`config.mk`:
```
export PLATFORM = sky130hd
export DESIGN_NAME = worst_fit_allocator_core
export DESIGN_NICKNAME = d
export VERILOG_FILES = /design/src/sv/wfa_pkg.sv /design/src/sv/wfa_table.sv /design/src/sv/worst_fit_allocator_core.sv
export SDC_FILE = /design/constraint.sdc
export NUM_CORES = 1
export LEC_CHECK = 0
export ABC_CLOCK_PERIOD_IN_PS = 10400
export BUFFER_PORTS_ARGS = -buffer_cell sky130_fd_sc_hd__buf_2
export CELL_PAD_IN_SITES_DETAIL_PLACEMENT = 0
export CELL_PAD_IN_SITES_GLOBAL_PLACEMENT = 2
export CORE_MARGIN = 3
export CORE_UTILIZATION = 48
export CTS_BUF_LIST = sky130_fd_sc_hd__clkbuf_8 sky130_fd_sc_hd__clkbuf_16
export CTS_CLUSTER_DIAMETER = 150
export CTS_CLUSTER_SIZE = 12
export DETAILED_ROUTE_END_ITERATION = 8
export GPL_TIMING_DRIVEN = 0
export PLACE_DENSITY_LB_ADDON = 0.1
export SYNTH_ARGS = -nofsm -noshare
export SYNTH_HDL_FRONTEND = slang
export SYNTH_HIERARCHICAL = 1
export SYNTH_SLANG_ARGS = --single-unit
```
`constraint.sdc`:
```
create_clock -name clk -period 10.4 [get_ports clk]
set_clock_uncertainty 0.15 [all_clocks]
set_input_delay 2.6 -clock clk [delete_from_list [all_inputs] [get_ports clk]]
set_output_delay 2.6 -clock clk [all_outputs]
set_load 0.01 [all_outputs]
```
`src/sv/wfa_pkg.sv`:
```
// ----------------------------------------------------------------------------
// wfa_pkg
// Shared constants and types of the worst-fit allocator core.
// ----------------------------------------------------------------------------
package wfa_pkg;

	localparam int MAX_BLOCKS = 16;
	localparam int SIZE_WIDTH = 16;

	// Table index and a count that can hold MAX_BLOCKS itself.
	localparam int IDX_W = (MAX_BLOCKS > 1) ? $clog2(MAX_BLOCKS) : 1;
	localparam int LIM_W = $clog2(MAX_BLOCKS + 1) + 1;

	// Fixed field widths.
	localparam int CNT_W   = 5;
	localparam int BIDX_W  = 4;
	localparam int SVAL_W  = 16;

	// Operation codes carried in s_tuser.
	localparam logic OP_LOAD  = 1'b0;
	localparam logic OP_ALLOC = 1'b1;

	// Register index of block_count (paddr[2]).
	localparam logic REG_BLOCK_COUNT = 1'b0;

	typedef logic [SIZE_WIDTH-1:0] size_t;
	typedef logic [IDX_W-1:0]      idx_t;
	typedef logic [LIM_W-1:0]      lim_t;

	typedef enum logic [2:0] {
		S_IDLE   = 3'b001,
		S_SCAN   = 3'b010,
		S_FINISH = 3'b100
	} state_t;

	// Port of the size table.
	typedef struct packed {
		logic  we;
		idx_t  waddr;
		size_t wdata;
		logic  re;
		idx_t  raddr;
	} tbl_req_t;

endpackage

```
`src/sv/wfa_table.sv`:
```
// ----------------------------------------------------------------------------
// wfa_table
// Free-size table: one write port, one read port, registered read data.
// ----------------------------------------------------------------------------
module wfa_table (
	input  logic              clk,
	input  wfa_pkg::tbl_req_t req,
	output wfa_pkg::size_t    rdata
);

	wfa_pkg::size_t mem [wfa_pkg::MAX_BLOCKS];

	always_ff @(posedge clk) begin
		if (req.we) begin
			mem[req.waddr] <= req.wdata;
		end
	end

	always_ff @(posedge clk) begin
		if (req.re) begin
			rdata <= mem[req.raddr];
		end
	end

endmodule

```
`src/sv/worst_fit_allocator_core.sv`:
```
// ----------------------------------------------------------------------------
// worst_fit_allocator_core
// Worst-fit allocator over a table of free-block sizes.
// ----------------------------------------------------------------------------
// A load beat is taken while the core is idle and gives no result.
// An allocate beat starts a scan over limit = min(block_count, MAX_BLOCKS) blocks: one table
// read per block, the registered read data compared into the best pick, a state that sees the
// scan drained and waits for the result register to be free, then the write-back of the pick.
// The input is ready again as the result appears, so no new beat is taken during a scan.
// Reset clears control state and block_count; the table is not cleared.
module worst_fit_allocator_core (
	input  logic        clk,
	input  logic        arst_n,
	// input stream
	input  logic        s_tvalid,
	output logic        s_tready,
	input  logic [23:0] s_tdata,  // [3:0] block_index, [19:4] size_value, [23:20] zero
	input  logic [0:0]  s_tuser,  // [0] operation
	input  logic        s_tlast,  // final_request
	// result stream
	output logic        m_tvalid,
	input  logic        m_tready,
	output logic [7:0]  m_tdata,  // [3:0] chosen_block, [7:4] zero
	output logic [0:0]  m_tuser,  // [0] found
	output logic        m_tlast,  // batch_end
	// configuration
	input  logic        psel,
	input  logic        penable,
	input  logic        pwrite,
	input  logic [2:0]  paddr,
	input  logic [31:0] pwdata,
	output logic [31:0] prdata,
	output logic        pready
);

	wfa_pkg::state_t             state_q;
	logic [wfa_pkg::CNT_W-1:0]   block_count_q;
	wfa_pkg::lim_t               limit_q;
	wfa_pkg::lim_t               issue_q;
	wfa_pkg::size_t              req_q;
	logic                        last_q;
	logic                        have_q;
	wfa_pkg::idx_t               best_q;
	wfa_pkg::size_t              best_size_q;
	logic                        vld_s1;
	wfa_pkg::idx_t               idx_s1;

	logic                        out_vld_q;
	logic                        out_found_q;
	wfa_pkg::idx_t               out_idx_q;
	logic                        out_last_q;

	wfa_pkg::tbl_req_t           tbl_req;
	wfa_pkg::size_t              rdata;

	logic                        in_beat;
	logic                        out_free;
	logic                        rd_en;
	logic                        finish;
	logic [wfa_pkg::BIDX_W-1:0]  in_idx;
	wfa_pkg::size_t              in_size;
	logic                        load_ok;
	wfa_pkg::lim_t               limit_d;
	logic                        cfg_wr;

	// ---------------- configuration ----------------
	assign pready = 1'b1;
	assign cfg_wr = psel && penable && pwrite && (paddr[2] == wfa_pkg::REG_BLOCK_COUNT);

	always_ff @(posedge clk or negedge arst_n) begin
		if (!arst_n) begin
			block_count_q <= '0;
		end else if (cfg_wr) begin
			block_count_q <= pwdata[wfa_pkg::CNT_W-1:0];
		end
	end

	always_comb begin
		prdata = '0;
		if (paddr[2] == wfa_pkg::REG_BLOCK_COUNT) begin
			prdata = 32'(block_count_q);
		end
	end

	// ---------------- input decode ----------------
	assign s_tready = (state_q == wfa_pkg::S_IDLE);
	assign in_beat  = s_tvalid && s_tready;
	assign in_idx   = s_tdata[wfa_pkg::BIDX_W-1:0];
	assign in_size  = wfa_pkg::SIZE_WIDTH'(32'(s_tdata[wfa_pkg::BIDX_W +: wfa_pkg::SVAL_W]));
	assign load_ok  = (32'(in_idx) < wfa_pkg::MAX_BLOCKS);
	assign limit_d  = (32'(block_count_q) > wfa_pkg::MAX_BLOCKS) ?
		wfa_pkg::LIM_W'(wfa_pkg::MAX_BLOCKS) : wfa_pkg::LIM_W'(block_count_q);

	assign out_free = !out_vld_q || m_tready;
	assign rd_en    = (state_q == wfa_pkg::S_SCAN) && (issue_q < limit_q);
	assign finish   = (state_q == wfa_pkg::S_FINISH) && out_free;

	// ---------------- table port ----------------
	always_comb begin
		tbl_req.re    = rd_en;
		tbl_req.raddr = issue_q[wfa_pkg::IDX_W-1:0];
		if (state_q == wfa_pkg::S_FINISH) begin
			tbl_req.we    = finish && have_q;
			tbl_req.waddr = best_q;
			tbl_req.wdata = best_size_q - req_q;
		end else begin
			tbl_req.we    = in_beat && (s_tuser[0] == wfa_pkg::OP_LOAD) && load_ok;
			tbl_req.waddr = wfa_pkg::IDX_W'(in_idx);
			tbl_req.wdata = in_size;
		end
	end

	wfa_table u_table (
		.clk   (clk),
		.req   (tbl_req),
		.rdata (rdata)
	);

	// ---------------- sequencer ----------------
	always_ff @(posedge clk or negedge arst_n) begin
		if (!arst_n) begin
			state_q <= wfa_pkg::S_IDLE;
			issue_q <= '0;
			vld_s1  <= 1'b0;
			have_q  <= 1'b0;
		end else begin
			vld_s1 <= rd_en;
			case (state_q)
				wfa_pkg::S_IDLE: begin
					if (in_beat && (s_tuser[0] == wfa_pkg::OP_ALLOC)) begin
						issue_q <= '0;
						have_q  <= 1'b0;
						state_q <= wfa_pkg::S_SCAN;
					end
				end
				wfa_pkg::S_SCAN: begin
					if (rd_en) begin
						issue_q <= issue_q + 1'b1;
					end
					// A block qualifies when it covers the request; only a strictly
					// larger size replaces the current pick, so the lowest index wins ties.
					if (vld_s1 && (rdata >= req_q) && (!have_q || (rdata > best_size_q))) begin
						have_q <= 1'b1;
					end
					if (!rd_en && !vld_s1) begin
						state_q <= wfa_pkg::S_FINISH;
					end
				end
				wfa_pkg::S_FINISH: begin
					if (out_free) begin
						state_q <= wfa_pkg::S_IDLE;
					end
				end
				default: begin
					state_q <= wfa_pkg::S_IDLE;
				end
			endcase
		end
	end

	always_ff @(posedge clk) begin
		if (in_beat && (s_tuser[0] == wfa_pkg::OP_ALLOC)) begin
			req_q   <= in_size;
			last_q  <= s_tlast;
			limit_q <= limit_d;
		end
		if (vld_s1 && (rdata >= req_q) && (!have_q || (rdata > best_size_q))) begin
			best_q      <= idx_s1;
			best_size_q <= rdata;
		end
		idx_s1 <= issue_q[wfa_pkg::IDX_W-1:0];
	end

	// ---------------- result register ----------------
	always_ff @(posedge clk or negedge arst_n) begin
		if (!arst_n) begin
			out_vld_q <= 1'b0;
		end else if (finish) begin
			out_vld_q <= 1'b1;
		end else if (m_tready) begin
			out_vld_q <= 1'b0;
		end
	end

	always_ff @(posedge clk) begin
		if (finish) begin
			out_found_q <= have_q;
			out_idx_q   <= have_q ? best_q : '0;
			out_last_q  <= last_q;
		end
	end

	assign m_tvalid = out_vld_q;
	assign m_tdata  = 8'(out_idx_q);
	assign m_tuser  = out_found_q;
	assign m_tlast  = out_last_q;

endmodule

```
## After elaboration in Yosys (flattened, before gate mapping)

Memory sizes are Yosys's and may differ from the RTL's. A register that Yosys moved wholly into a read port is not among the register bits.
Index checks and enable logic that the tools add are counted.

- Word-level logic and storage cells: 72
- RAM bits: 256
- Memories kept: 1
- Bits in registers: 70
- Bits of input ports: 68

Memory list:

| memory | words | bits a word | rd ports | clocked after Yosys merged registers in | write ports | line | source |
|---|---|---|---|---|---|---|---|
| u_table.mem | 16 | 16 | 1 | 1 | 1 | wfa_table.sv:11 | `wfa_pkg::size_t mem [wfa_pkg::MAX_BLOCKS];` |

- $lt $le $gt $ge: 4
- $add $sub $neg: 2
- Multiplexer cells: 16
- Bitwise gates (word level): 2
- Eq/ne operators: 8
- Reductions and logical operators: 23

Operators with widths:

| operator | count |
|---|---|
| 2-to-1 mux 21 bit | 1 |
| >= comparator 16 bit | 1 |
| > comparator 16 bit | 1 |
| subtractor 16 bit | 1 |
| logical AND 1 bit | 12 |
| 2-to-1 mux 6 bit | 2 |
| one-hot mux 6 bit (2 select lines) | 1 |
| 2-to-1 mux 3 bit | 3 |
| one-hot mux 3 bit (3 select lines) | 1 |
| AND reduction 3 bit | 3 |
| adder 6 x 1 -> 6 bit (second input constant) | 1 |
| < comparator 6 bit | 1 |
| 2-to-1 mux 1 bit | 6 |
| inequality test 2 x 1 -> 1 bit (second input constant) | 3 |
| > comparator 5 bit (second input constant) | 1 |
| 2-to-1 mux 5 bit | 1 |
| logical NOT 1 bit | 4 |
| inequality test 2 bit (second input constant) | 2 |
| nonzero test 2 bit | 2 |
| == test 3 x 1 -> 1 bit (second input constant) | 1 |
| == test 3 x 2 -> 1 bit (second input constant) | 1 |
| == test 3 bit (second input constant) | 1 |
| logical OR 1 bit | 2 |
| inverter 1 bit | 2 |
| one-hot mux 1 bit (2 select lines) | 1 |

## Depth between registers and ports, before layout

Gate-level depths: netlist of the first run.

- Depth in word-level cells: 7
- Depth in mapped cells: 9
- Mapped depth without buffers: 9

## Cells and area by module

The synthesis of the first run kept the hierarchy.

By module, submodules not included:

| module | area each (um^2) | seq. area each (um^2) | times used | cells each |
|---|---|---|---|---|
| wfa_table | 10203.5 | 8167.8 | 1 | 432 |
| worst_fit_allocator_core | 4470.5 | 1948.1 | 1 | 444 |

## Worst setup path before layout of the first run

Ideal clock, no wire load.

- Path type: input port to output port
- Start: input port paddr[2]
- End: output port prdata[0]
- Path slack: 4872 ps
- Required time: 7650 ps
- Arrival time: 2778 ps
- Stages: 1
- Cell sequence: nor2b_1

- Word-level cells in the longest chain between the ends: 1

RTL lines:

| what | line | source |
|---|---|---|
| from (decl) | worst_fit_allocator_core.sv:30 | `input logic [2:0] paddr,` |
| 2-to-1 mux 5 bit | worst_fit_allocator_core.sv:80 | `if (paddr[2] == wfa_pkg::REG_BLOCK_COUNT) begin` |
| to (decl) | worst_fit_allocator_core.sv:32 | `output logic [31:0] prdata,` |

Every way passes these cells.

## Worst setup path after layout of the first run

- Start: input port paddr[2]
- End: output port prdata[3]

The elaborated chain is that of the path after synthesis.

==> flow_metrics.py, run 1 <==
metrics = {
    "floorplan": {
        "start_util": 0.4912,
        "die-area_um2": 32700,
        "die_y_um": 180.8,
        "ioPinCount": 113,
        "die_w_um": 180.8,
        "rows": 63,
        "fp.coreArea_um2": 29870,
    },
    "logic_synthesis": {
        "synth_area_leaders": "edfxtp_1, mux4_2, ha_1, dfrtp_1, buf_4",
        "yosysMostFrequentCell": "edfxtp_1",
        "synthCells": 876,
        "ys_seq_elements": 341,
        "postSynthAreaPerCell_um2": 16.75,
        "yosys_warnings": 6,
        "syn-cell-area_um2": 14670,
        "synth_edf_count": 320,
        "async_flop_share": 0.04985,
        "yosys-top-cells-count": "edfxtp_1, nand2_1, mux4_2, ha_1, inv_1",
        "synth_top_area_frac": 0.6548,
        "synth_cell_type_count": 61,
        "ys.flop_type": "edfxtp_1",
        "synth_seq_area_share": 0.6894,
        "synth_top_cell_by_area": "edfxtp_1",
    },
    "route": {
        "vias_per_cell": 5.456,
        "dr.pass1.iters": 5,
        "routed_wl_um": 30850,
        "wire_per_inst_um": 21.74,
        "via_count": 7742,
        "drt_iter0_drc": 542,
        "detail-route-antenna-nets": 0,
        "drc_errors": 0,
    },
    "grt": {
        "grt_pass1_vias": 7867,
        "grt_max_degree": 25,
        "grt_usage": 0.1889,
        "grt_pass1_wl_um": 47530,
        "grt-ovfl-total": 0,
        "antenna_found_initial": 0,
    },
    "clock_network": {
        "root_buffer": "clkbuf_16",
        "clock_sinks": 341,
        "numCtsBuffers": 34,
        "cts-htree-levels": 2,
        "postCtsSetupBuffers": 0,
        "clock_latency_ps": 500,
        "cts.hold.buffers_added": 0,
        "clkSlewWorstSetupHoldPaths_ps": 60,
        "cts.path.max_buffers": 3,
        "cts_tree": "done",
        "post_cts.resized_instances": 0,
    },
    "placement": {
        "dpl.hpwl_um": 22100,
        "io_buffers": 47,
        "place.gp.congestion": 0.7606,
    },
    "timing": {
        "hold_viol": 0,
        "setup_viol": 0,
        "max_freq_mhz": 174.9,
        "post-route-min-period_ps": 5717,
        "maxSlewHeadroom": 0.1959,
        "rsz0062_at_grt": "false",
        "holdWs_ps": 253.8,
        "fin_tns_setup_ps": 0,
        "worstMarginPinSlew_ps": 1198,
        "fin_crit_sh": 0.5497,
        "slew_violations": 0,
    },
    "worst_hold_path": {
        "min_path_type": "flip-flop to flip-flop",
        "hp-start": "idx_s1[1]$_DFF_P_",
    },
    "layout": {
        "num_antenna_cells": 0,
        "nNetsFinal": 1136,
        "areaGrowthSynthToFinish_pct": 14.92,
        "drive_above_1_share": 0.2371,
        "fill_cells": 2398,
    },
    "worst_setup_path": {
        "endpoint_kind": "primary output",
        "cp_max_fo": 6,
        "rr_startpoint": "state_q[1]$_DFFE_PN0P_",
        "crit_start": "paddr[2]",
        "required_ps": 7650,
        "worst_path_most_repeated_cell": "buf_2",
        "cpPeakStageDelay_ps": 130,
        "critPathArrivalTime_ps": 2970,
        "worstSetupPathType": "primary input to primary output",
        "crit_chain": "buf_2 -> nor2b_1 -> buf_2",
        "slowest_stage": "buf_2",
        "cp-start-kind": "primary input",
    },
    "pwr": {
        "cellLeakagePower_nw": 6.099,
        "ir_worst_vdd_mv": 0.1566,
        "powerDensity_nw_per_um2": 170.7,
        "finalPower_mw": 2.879,
    },
    "flow_run": {
        "cap_violations": 0,
    },
    "outcome": {
        "status": "complete, no violations",
    },
}
[cell type report]
type | count | area, um2 | share of cell area
inverter | 45 | 168.9 | 0.01002
clock inverter | 15 | 86.33 | 0.005119
clock buffer | 35 | 875.8 | 0.05194
multi-input combinational | 460 | 4174 | 0.2475
sequential | 341 | 10120 | 0.5999
tap | 390 | 488.0 | 0.02894
timing repair buffer | 73 | 559.3 | 0.03317
buffer | 60 | 395.4 | 0.02345
[metrics by stage]
stage	cell area [um2]	instances	util	setup slack (ps)
finish	16860	1419	0.5645	4683
detailed placement	15900	1369	0.5323	4674
global route	16860	1419	0.5645	4631
floorplan	14790	906	-	4872
CTS	16860	1419	0.5645	4674
global placement	15510	1343	0.5192	3230
[kinds of logic after synthesis]
group	share of synthesized area
flip-flops	0.6894
AND/OR/NAND/NOR	0.05611
AO/OA/AOI/OAI	0.05696
buffers and inverters	0.03845
multiplexers	0.1081
adder cells (fa/ha/maj)	0.04570
XOR/XNOR	0.004775
other	0.0005118
[state kept, by name (all words and copies together), names as in the netlist, 4 cells and up]
register and cells:
issue_q 6, out_idx_q 4, req_q 16, block_count_q 5, best_size_q 16, best_q 4
idx_s1 4, limit_q 5, u_table/mem 256, u_table/rdata 16
[cell usage in the layout, fill, tap and decap left out, types with 6 or more instances in the layout]
cell / instances
buf_4: 43
a21o_1: 7
xnor2_1: 6
a21oi_1: 21
edfxtp_1: 320
nor2_2: 12
nand2b_1: 6
o21ai_0: 17
conb_1: 32
mux4_1: 10
buf_8: 11
and2_1: 9
nor2_1: 15
inv_1: 56
buf_2: 51
clkbuf_1: 13
dfrtp_1: 16
buf_6: 11
o21ai_1: 14
nand4_1: 10
ha_1: 52
nand2_1: 68
clkbuf_16: 35
nand3_1: 10
nor2b_1: 15
a22oi_1: 32
mux4_2: 54
[worst max-delay path, delay by kind of cell]
kind	cells	cell delay, ps
buffers and inverters	2	260
AND/OR/NAND/NOR	1	100
[worst paths after layout]
kind                                                      to  slack [ps]  depth (start not counted)
worst min-delay path                     best_q[1]$_DFFE_PP_         250                          0
worst max-delay path                               prdata[3]        4680                          3
min in group asynchronous       block_count_q[2]$_DFFE_PN0P_        1880                          1
max in group asynchronous             state_q[0]$_DFFE_PN1P_        7880                          1
worst min register to register           best_q[1]$_DFFE_PP_         250                          0
worst max register to register   u_table/mem[4][9]$_DFFE_PP_        6500                          9
[metal layers]
metal  routed length (um)  track usage  part of all wire  vias up
met5                    0            0                 0        -
li1                     -            -                 -     3641
met2                15320       0.3161              0.50      150
met4                  330      0.03347             0.011        0
met1                13980       0.2724              0.45     3926
met3                 1227      0.02456             0.040       25
[report_power, final]
group	switching [mW]	total, mW	internal [mW]
registers	0.0115	1.54	1.53
clock network	0.477	1.08	0.605
logic	0.136	0.258	0.122
(Power assumes the default switching activity.)
==> run 2, diff against run 1 <==
Settings changed: ABC_AREA set to 1, ABC_CLOCK_PERIOD_IN_PS 10400 to 5750, CORE_UTILIZATION 48 to 39.
Clock period 10.4 ns to 5.75 ns, I/O delays scaled along.
==> flow_metrics.py, run 2 <==
metrics = {
    "logic_synthesis": {
        "yosys_warnings": 6,
        "synth_edf_count": 320,
        "async_flop_share": 0.04985,
        "synth_top_family_by_area": "simple AND/OR/NAND/NOR gates",
        "ys_seq_elements": 341,
        "postSynthAreaPerCell_um2": 10.06,
        "synth_fa_ha_area_frac": 0.04145,
        "yosysMostFrequentCell": "nand2_1",
        "ys.flop_type": "edfxtp_1",
        "synth_xor_area_frac": 0.005413,
        "syn-cell-area_um2": 16180,
        "synthCells": 1609,
        "synth_top_cell_by_area": "edfxtp_1",
        "synth_cell_type_count": 46,
        "synth_area_leaders": "edfxtp_1, nand2_1, nand3_1, inv_1, ha_1",
        "synthMuxAreaShare": 0,
        "synth_top_area_frac": 0.5939,
        "synth-simple-area-share": 0.1988,
        "synth_seq_area_share": 0.6252,
        "yosys-top-cells-count": "nand2_1, edfxtp_1, inv_1, nand3_1, nor2_1",
        "synth_compound_area_frac": 0.02877,
    },
    "grt": {
        "gr-usage-met1": 0.3097,
        "grt-ovfl-total": 0,
        "antenna_found_initial": 0,
        "grt_pass1_wl_um": 68480,
        "grt_usage": 0.2114,
        "use_met2": 0.3342,
        "gr-max-usage-layer": "met2",
        "met3_usage": 0.03034,
        "grt_pass1_vias": 10590,
        "grt_max_degree": 25,
    },
    "worst_setup_path": {
        "critPathArrivalTime_ps": 3780,
        "cpPeakStageDelay_ps": 590,
        "cp_max_fo": 10,
        "worstSetupPathType": "flip-flop to flip-flop",
        "slowest_stage": "nor2_2",
        "required_ps": 5850,
        "cp-start-kind": "flip-flop",
        "critPathBufInv": 4,
        "endpoint_kind": "flip-flop",
        "crit_chain": "inv_1 -> nor3_4 -> inv_2 -> buf_2 -> nor2_1 -> nand2_1 -> o21ai_0 -> nand3b_1 -> nor2_2 -> buf_8",
        "cp_top_family": "simple AND/OR/NAND/NOR gates",
    },
    "timing": {
        "worst_slack_ps": 2073,
        "fin_crit_sh": 0.6395,
        "maxSlewHeadroom": 0.2877,
        "holdWs_ps": 254.0,
        "hold_viol": 0,
        "post-route-min-period_ps": 3677,
        "max_freq_mhz": 271.9,
        "setup_viol": 0,
        "rsz0062_at_grt": "false",
        "fin_tns_setup_ps": 0,
        "slew_violations": 0,
        "worstMarginPinSlew_ps": 1066,
    },
    "floorplan": {
        "die-area_um2": 43970,
        "ioPinCount": 113,
        "rows": 73,
        "start_util": 0.4008,
        "fp.coreArea_um2": 40370,
        "die_w_um": 209.7,
        "die_y_um": 209.7,
    },
    "pwr": {
        "powerDensity_nw_per_um2": 316.3,
        "p_int_mw": 4.221,
        "power_frac_comb": 0.177,
        "cellLeakagePower_nw": 8.259,
        "ir_worst_vdd_mv": 0.2377,
        "p_sw_frac": 0.2826,
        "p_sw_mw": 1.663,
        "clkPwrFrac": 0.340,
        "power_frac_seq": 0.483,
        "finalPower_mw": 5.884,
    },
    "layout": {
        "nNetsFinal": 1870,
        "fin_util": 0.4608,
        "areaGrowthSynthToFinish_pct": 14.98,
        "drive_above_1_share": 0.1328,
        "final_cell_mix": "nand2_1, edfxtp_1, inv_1",
        "largest_reg_flops": 256,
        "top_register": "u_table/mem",
        "final_common_cell": "nand2_1",
        "fin_area_um2": 18600,
        "fill_cells": 3822,
        "final_cells": 2289,
    },
    "clock_network": {
        "cts-htree-levels": 2,
        "root_buffer": "clkbuf_16",
        "clock_latency_ps": 550,
        "cts.hold.buffers_added": 0,
        "clkSlewWorstSetupHoldPaths_ps": 70,
        "numCtsBuffers": 34,
        "cts_tree": "done",
        "clock_sinks": 341,
        "cts.path.max_buffers": 3,
        "post_cts.resized_instances": 0,
        "postCtsSetupBuffers": 0,
    },
    "placement": {
        "place_area_um2": 17660,
        "dpl.hpwl_um": 33580,
        "place.gp.congestion": 0.7918,
        "dp_cells": 2238,
        "io_buffers": 47,
        "post-place-ws_ps": 1601,
    },
    "route": {
        "detail-route-antenna-nets": 0,
        "drt_iter0_drc": 756,
        "wire_per_inst_um": 20.12,
        "drc_errors": 0,
        "vias_per_cell": 4.793,
        "routed_wl_um": 46070,
        "dr.pass1.iters": 5,
        "via_count": 10970,
    },
    "worst_hold_path": {
        "min_path_type": "flip-flop to flip-flop",
    },
    "outcome": {
        "status": "complete, no violations",
    },
    "flow_run": {
        "cap_violations": 0,
    },
}
-- run 2: cell count changes in the layout (fill, tap and decap cells not counted), moves of 21 or more --
| cell | previous run | this run |
|---|---|---|
| nor2_1 | 15 | 48 |
| nand3_1 | 10 | 213 |
| buf_2 | 51 | 72 |
| nand2_1 | 68 | 455 |
| mux4_2 | 54 | 0 |
| inv_1 | 56 | 286 |
| a22oi_1 | 32 | 0 |
-- run 2: path summary, 6_finish.rpt --
kind,startpoint,endpoint,cells after the start,slack [ps]
max,state_q[2]$_DFFE_PN0P_,u_table/mem[5][13]$_DFFE_PP_,10,2070
min,idx_s1[3]$_DFF_P_,best_q[3]$_DFFE_PP_,0,250
max reg2reg,state_q[2]$_DFFE_PN0P_,u_table/mem[5][13]$_DFFE_PP_,10,2070
min reg2reg,idx_s1[3]$_DFF_P_,best_q[3]$_DFFE_PP_,0,250
max in group asynchronous,arst_n,state_q[0]$_DFFE_PN1P_,1,4430
min in group asynchronous,arst_n,state_q[2]$_DFFE_PN0P_,1,680
-- run 2: routing by layer --
| layer | wire (um) | vias to the layer above |
|---|---|---|
| li1 | - | 5455 |
| met3 | 2230 | 45 |
| met4 | 836 | 0 |
| met1 | 22130 | 5236 |
| met5 | 0 | - |
| met2 | 20870 | 235 |
-- run 2: cell families (layout without fill, tap and decap cells) --
logic type	after synthesis	in the layout
AOI/OAI and AO/OA	79	79
buffers and inverters	367	490
other	2	34
DFF	341	341
and+or+nand+nor	757	757
xor gates and xnor gates	10	10
adders and majority gates	53	53
-- run 2: power by group through the flow --
stage	combinational, mW	sequential [mW]	clock [mW]
floorplan	0.672	2.88	0
global placement	1.01	2.90	0
detailed placement	1.04	2.90	0
CTS	1.04	2.84	2.07
global route	1.16	2.85	2.15
finish	1.04	2.84	2.00
-- run 2: final cells by class --
type                       count  area, um2  share of cell area
sequential                   341      10120              0.5438
timing repair buffer          74      621.8             0.03343
clock buffer                  35      875.8             0.04708
buffer                        88      568.0             0.03053
inverter                     279       1049             0.05636
tap                          525      656.9             0.03531
antenna                        2      5.005           0.0002690
multi-input combinational    931       4649              0.2499
clock inverter                14      62.56            0.003363
